### config.mk
export PLATFORM = sky130hd
export DESIGN_NAME = wme_ctrl
export DESIGN_NICKNAME = d
export VERILOG_FILES = /design/src/design/wme_pkg.sv /design/src/design/wme_ctrl.sv
export SDC_FILE = /design/constraint.sdc
export NUM_CORES = 1
export LEC_CHECK = 0
export ABC_AREA = 1
export BUFFER_PORTS_ARGS = -buffer_cell sky130_fd_sc_hd__buf_2
export CAP_MARGIN = 30
export CORE_AREA = 5 5 42 44
export DETAILED_ROUTE_END_ITERATION = 10
export DIE_AREA = 0 0 47 49
export PLACE_DENSITY = 0.54
export REMOVE_ABC_BUFFERS = 1
export SLEW_MARGIN = 25
export SYNTH_ARGS = -nofsm -noshare
export SYNTH_HDL_FRONTEND = slang
export SYNTH_SLANG_ARGS = --single-unit
### constraint.sdc
create_clock -name clk -period 1 [get_ports clk]
set_input_delay 0.15 -clock clk [delete_from_list [all_inputs] [get_ports clk]]
set_output_delay 0.15 -clock clk [all_outputs]
set_load 0.005 [all_outputs]
### src/design/wme_pkg.sv
// Shared types and constants of the weighted median engine.
// Used by the controller, the datapath and the top level; no dependencies.
`timescale 1ns / 1ps

package wme_pkg;

  localparam int MAX_SAMPLES = 64;
  localparam int ADDR_W      = $clog2(MAX_SAMPLES);
  localparam int CNT_W       = ADDR_W + 1;
  localparam int SAMPLE_W    = 32;
  localparam int WEIGHT_W    = 32;
  localparam int LIMIT_W     = 40;
  localparam int TOTAL_W     = LIMIT_W + 1;
  localparam int F_W         = TOTAL_W + 2;
  localparam int REM_W       = F_W + 1;
  localparam int BIT_W       = $clog2(SAMPLE_W);
  localparam int IN_W        = SAMPLE_W + WEIGHT_W;
  localparam int OUT_W       = 40;
  localparam int STATUS_W    = 2;
  localparam int CFG_IDX_W   = 1;

  localparam logic [SAMPLE_W-1:0] SIGN_FLIP = {1'b1, {(SAMPLE_W-1){1'b0}}};
  localparam logic [LIMIT_W-1:0]  LIMIT_RESET = {LIMIT_W{1'b1}};

  localparam logic [STATUS_W-1:0] STATUS_OK       = 2'd0;
  localparam logic [STATUS_W-1:0] STATUS_EMPTY    = 2'd1;
  localparam logic [STATUS_W-1:0] STATUS_OVERFLOW = 2'd2;

  localparam logic [CFG_IDX_W-1:0] CFG_INTERPOLATE = 1'd0;
  localparam logic [CFG_IDX_W-1:0] CFG_WEIGHT_LIMIT = 1'd1;

  typedef struct packed {
    logic load;
    logic pass_start;
    logic scan;
    logic close;
    logic resolve;
    logic div_step;
    logic finish;
    logic clear;
  } cmd_t;

  typedef struct packed {
    logic scan_done;
    logic found_any;
    logic need_div;
    logic div_last;
  } sts_t;

endpackage

### src/design/wme_ctrl.sv
// Sequencer of the weighted median engine: load, scan passes, resolve, divide, output.
// Depends on wme_pkg for the command and status structs.
`timescale 1ns / 1ps

module wme_ctrl (
  input  logic          clk,
  input  logic          rst,
  input  logic          in_valid,
  input  logic          in_last,
  output logic          in_ready,
  output logic          out_valid,
  input  logic          out_ready,
  input  wme_pkg::sts_t sts,
  output wme_pkg::cmd_t cmd
);
  import wme_pkg::*;

  typedef enum logic [2:0] {
    ST_LOAD, ST_PASS, ST_SCAN, ST_CLOSE, ST_RESOLVE, ST_DIV, ST_FIN, ST_OUT
  } state_t;

  state_t state;

  always_ff @(posedge clk) begin
    if (rst) begin
      state <= ST_LOAD;
    end else begin
      case (state)
        ST_LOAD:    if (in_valid && in_last) state <= ST_PASS;
        ST_PASS:    state <= ST_SCAN;
        ST_SCAN:    if (sts.scan_done) state <= ST_CLOSE;
        ST_CLOSE:   state <= sts.found_any ? ST_PASS : ST_RESOLVE;
        ST_RESOLVE: state <= sts.need_div ? ST_DIV : ST_OUT;
        ST_DIV:     if (sts.div_last) state <= ST_FIN;
        ST_FIN:     state <= ST_OUT;
        ST_OUT:     if (out_ready) state <= ST_LOAD;
        default:    state <= ST_LOAD;
      endcase
    end
  end

  assign in_ready  = (state == ST_LOAD);
  assign out_valid = (state == ST_OUT);

  always_comb begin
    cmd            = '0;
    cmd.load       = (state == ST_LOAD) && in_valid;
    cmd.pass_start = (state == ST_PASS);
    cmd.scan       = (state == ST_SCAN) && !sts.scan_done;
    cmd.close      = (state == ST_CLOSE);
    cmd.resolve    = (state == ST_RESOLVE);
    cmd.div_step   = (state == ST_DIV);
    cmd.finish     = (state == ST_FIN);
    cmd.clear      = (state == ST_OUT) && out_ready;
  end

endmodule

# After elaboration in Yosys (flattened, before gate mapping)
# Index checks and enable logic that the tools add are counted.
[totals] out_inout_bits=10 ff_bits=3 inputBits=9
[op_classes] eq_ne=11 n_reduce_logical=7 muxes=7
[ops] operator="$pmux W3 S8" n=1
[ops] operator="$mux W3" n=5
[ops] operator="$eq A3 B3 Y1 const B" n=4
[ops] operator="$eq A3 B2 Y1 const B" n=2
[ops] operator="$logic_and A1 B1 Y1" n=4
[ops] operator="$ne A2 B1 Y1 const B" n=2
[ops] operator="$ne A2 B2 Y1 const B" n=2
[ops] operator="$reduce_and A4 Y1" n=1
[ops] operator="$eq A3 B1 Y1 const B" n=1
[ops] operator="$logic_not A3 Y1" n=1
[ops] operator="$mux W2" n=1
[ops] operator="$logic_not A1 Y1" n=1

# Logic depth before layout (Yosys ltp)
[logic_depth] depth_word=3 mapped_depth=8 mapped_depth_nobuf=7

# Least setup slack after synthesis
# OpenSTA, ideal clock, no wires.
[synth_path] kind="register to register" start="register state[0]" end="register state[0]" path_stages_with_launch=8 required_ns=0.885 arrival_ns=0.932 setup_slack_ns=-0.047 path_buffers=1 period_less_slack_ns=1.047 path_cell_list="dfxtp_1 > buf_6 > nor2_2 > nand2_1 > nor2_2 > nor2_4 > a21oi_2 > nor2_1"
[synth_via] elab_chain_len=3 elab_cells_between_ends=14 classes_between="eq/ne: 11; mux: 1; reduce/logical: 2"
[synth_rtl] item="start: declaration" line_no="wme_ctrl.sv:22" rtl="state_t state;"
[synth_rtl] item="start signal: assignment" line_no="wme_ctrl.sv:32" rtl="ST_CLOSE: state <= sts.found_any ? ST_PASS : ST_RESOLVE;"
[synth_rtl] item="start signal: assignment" line_no="wme_ctrl.sv:33" rtl="ST_RESOLVE: state <= sts.need_div ? ST_DIV : ST_OUT;"
[synth_rtl] item="$eq A3 B2 Y1 (tied with other cells)" line_no="wme_ctrl.sv:28" rtl="case (state)"
[synth_rtl] item="$ne A2 B2 Y1 (no line) / $ne A2 B1 Y1 (equally long branches)"
[synth_rtl] item="$reduce_and A4 Y1 (no line)"
# Several ways; a longest one is shown, not always the timed one.
# A chain may end at the register's enable or synchronous reset.

==> impl_metrics.env <==
export IMPL_status="finished, violations left"
export IMPL_violations="setup timing"
export IMPL_post_synth_top_count_cell="inv_1"
export IMPL_cap_violations=0
export IMPL_synthFlopType="dfxtp_1"
export IMPL_slew_headroom_pct=89.5
export IMPL_grt_overflow=0
export IMPL_hold_class="primary input to flip-flop"
export IMPL_drtPass1Iterations=3
export IMPL_critPathRequiredTime_ns=0.85
export IMPL_startpoint_type="flip-flop"
export IMPL_yosys_area_share_simple_pct=48.5
export IMPL_vias_per_cell=4.04
export IMPL_numCtsBuffers=3
export IMPL_crit_buf_inv=2
export IMPL_drive_gt1_share_pct=62.1
export IMPL_groute_usage_overall_pct=7.81
export IMPL_synth_area_mux_share_pct=0
export IMPL_layout_setup_ws_ns=-0.223
export IMPL_swShare_pct=42.0
export IMPL_syn_area_um2=302
export IMPL_wl_per_cell_um=8.50
export IMPL_switchingPower_uw=639
export IMPL_synth_common_cells="inv_1, nand2_1, nor2_1"
export IMPL_combPwrFrac_pct=65.2
export IMPL_cts_clk_slew_worst_paths_ns=0.04
export IMPL_whs_ns=0.160
export IMPL_worst_slew_pin_slew_ns=0.156
export IMPL_max_freq_ghz=0.818
export IMPL_final_hold_viol_count=0
export IMPL_finalSetupViolCount=13
export IMPL_power_frac_seq_pct=20.6
export IMPL_post_route_drc_count=0
export IMPL_clock_power_share_pct=14.1
export IMPL_initial_core_util_pct=21.5
export IMPL_io_buffers=18
export IMPL_n_antenna_cell=0
export IMPL_synth_top_cell_by_area="dfxtp_1"
export IMPL_dieArea_um2=2300
export IMPL_powerDensity_nw_per_um2=2550
export IMPL_wl_um=876
export IMPL_nFillCells=155
export IMPL_crit_chain="nor2_4 -> nand2_2 -> buf_6 -> nor2_2 -> buf_2"
export IMPL_p_total_uw=1520
export IMPL_leakagePower_uw=0.000358
export IMPL_grt_pass1_wl_um=1280
export IMPL_area_delta_synth_final_pct=97.9
export IMPL_numClockSinks=3
export IMPL_placed_area_um2=460
export IMPL_ys_warn_count=0
export IMPL_async_flop_share_pct=0
export IMPL_hold_buffers=0
export IMPL_die_h_um=49
export IMPL_synth_edf_count=0
export IMPL_synth_fa_ha_area_share_pct=0
export IMPL_core_area_um2=1400
export IMPL_synth_xor_area_share_pct=0
export IMPL_layout_min_cycle_time_ns=1.22
export IMPL_grt_pass1_vias=358
export IMPL_vias=416
export IMPL_die_x_um=47
export IMPL_crit_family="flip-flops"
export IMPL_nNetsFinal=97
export IMPL_max_stage_delay_ns=0.37
export IMPL_cts_tree="yes"
export IMPL_clk_latency_ns=0.23
export IMPL_pin_count=19
export IMPL_ctsHtreeMaxLevel=1
export IMPL_crit_path_max_fanout=7
export IMPL_synth_area_per_cell_um2=5.58
export IMPL_post_route_cell_area_um2=597
export IMPL_endpoint_kind="output port"
export IMPL_finalCritPeriodShare_pct=122
export IMPL_gp_congestion=0.765
export IMPL_setup_tns_final_ns=-2.16
export IMPL_skew_ns=0.00185
export IMPL_largest_reg_flops=3
export IMPL_worstPathArrival_ns=1.07
export IMPL_reg2reg_setup_slack_ns=-0.14
export IMPL_synth_top_family_by_area="simple AND/OR/NAND/NOR gates"
export IMPL_p_int_uw=885
export IMPL_drtIter0Drc=3
export IMPL_largest_registers="state x3"
export IMPL_slowest_stage="dfxtp_4"
export IMPL_synth_compound_area_share_pct=10.4
export IMPL_synth_cells=54
export IMPL_post_dp_hpwl_um=643
export IMPL_rsz0062_at_grt="true"
export IMPL_drv_slew=0
export IMPL_path_class="flip-flop to output port"
export IMPL_num_rows=14
export IMPL_root_buffer="clkbuf_4"
export IMPL_regMostFlops="state"
export IMPL_grt_max_degree=8
export IMPL_cts_buffer_depth=2
export IMPL_ys_types=14
export IMPL_drtAntennaViolNets=0
export IMPL_antenna_found_initial=0
export IMPL_vdd_drop_max_mv=1.13
export IMPL_synth_seq_area_share_pct=19.9
export IMPL_yosys_area_top_type_share_pct=19.9
export IMPL_synth_seq_cells=3
export IMPL_synth_area_leaders="dfxtp_1, inv_1, nor2_2, nand2_1, nor2_1"
export IMPL_final_core_util_pct=42.6
per-stage QoR:
stage / std cells / setup WS, ns
2_1_floorplan: 53 / -0.0903
3_3_place_gp: 95 / -0.162
3_5_place_dp: 95 / -0.170
4_1_cts: 102 / -0.238
5_1_grt: 103 / -0.278
6_report: 103 / -0.223
kinds of logic (layout without fill, tap and decap cells):
| logic type | after synthesis | count (layout) |
|---|---|---|
| and+or+nand+nor | 31 | 31 |
| buffers and inverters | 15 | 48 |
| AOI/OAI and AO/OA | 5 | 5 |
| DFF | 3 | 3 |
per-layer routing:
layer / GRT usage (%) / part of all wire (%) / up-vias
met5: 0 / 0 / -
met3: 2.21 / 6.2 / 2
met4: 6.91 / 1.9 / 0
met2: 12.2 / 53 / 12
li1: - / - / 225
met1: 7.89 / 39 / 177
tightest hold or removal path, delay by kind of cell:
family	cells	cell delay, ns
buffers and inverters	2	0.12
and+or+nand+nor	2	0.09
cell type report:
class | count | area [um2] | area share [%]
Clock buffer | 4 | 26.3 | 4.40
Inverter | 14 | 55.1 | 9.22
Multi-Input combinational cell | 36 | 225 | 37.7
Sequential cell | 3 | 71.3 | 11.9
Tap cell | 16 | 20.0 | 3.35
Timing Repair Buffer | 30 | 199 | 33.3
cell usage in the layout, fill, tap and decap left out, types with 3 or more instances in the layout:
master    count
buf_4         7
nand2_2       3
dfxtp_4       3
buf_6         5
nor2_4        5
buf_2        18
clkbuf_4      3
nor2_1        7
inv_1        12
nand2_1       6
nor2_2        4
repair_timing:
item | 4_1_cts | 5_1_grt
gates cloned | 0 | 0
buffers inserted | 3 | 1
setup endpoints to repair | 13 | 13
pin swaps | 7 | 7
gates resized for setup | 15 | 12
power groups by stage:
stage	Clock (uW)	Sequential, uW	Combinational (uW)
after floorplan	0	242	414
after global routing	237	329	1100
final	216	314	994
after detailed placement	0	253	736
after CTS	232	281	902
after global placement	0	251	739
worst paths after layout:
| path | from | endpoint | depth (start not counted) |
|---|---|---|---|
| worst min register to register | state[1] | state[1] | 4 |
| worst max-delay path | state[1] | cmd[7] | 5 |
| worst max register to register | state[1] | state[0] | 7 |
| worst min-delay path | rst | state[2] | 4 |
(Power assumes the default switching activity.)
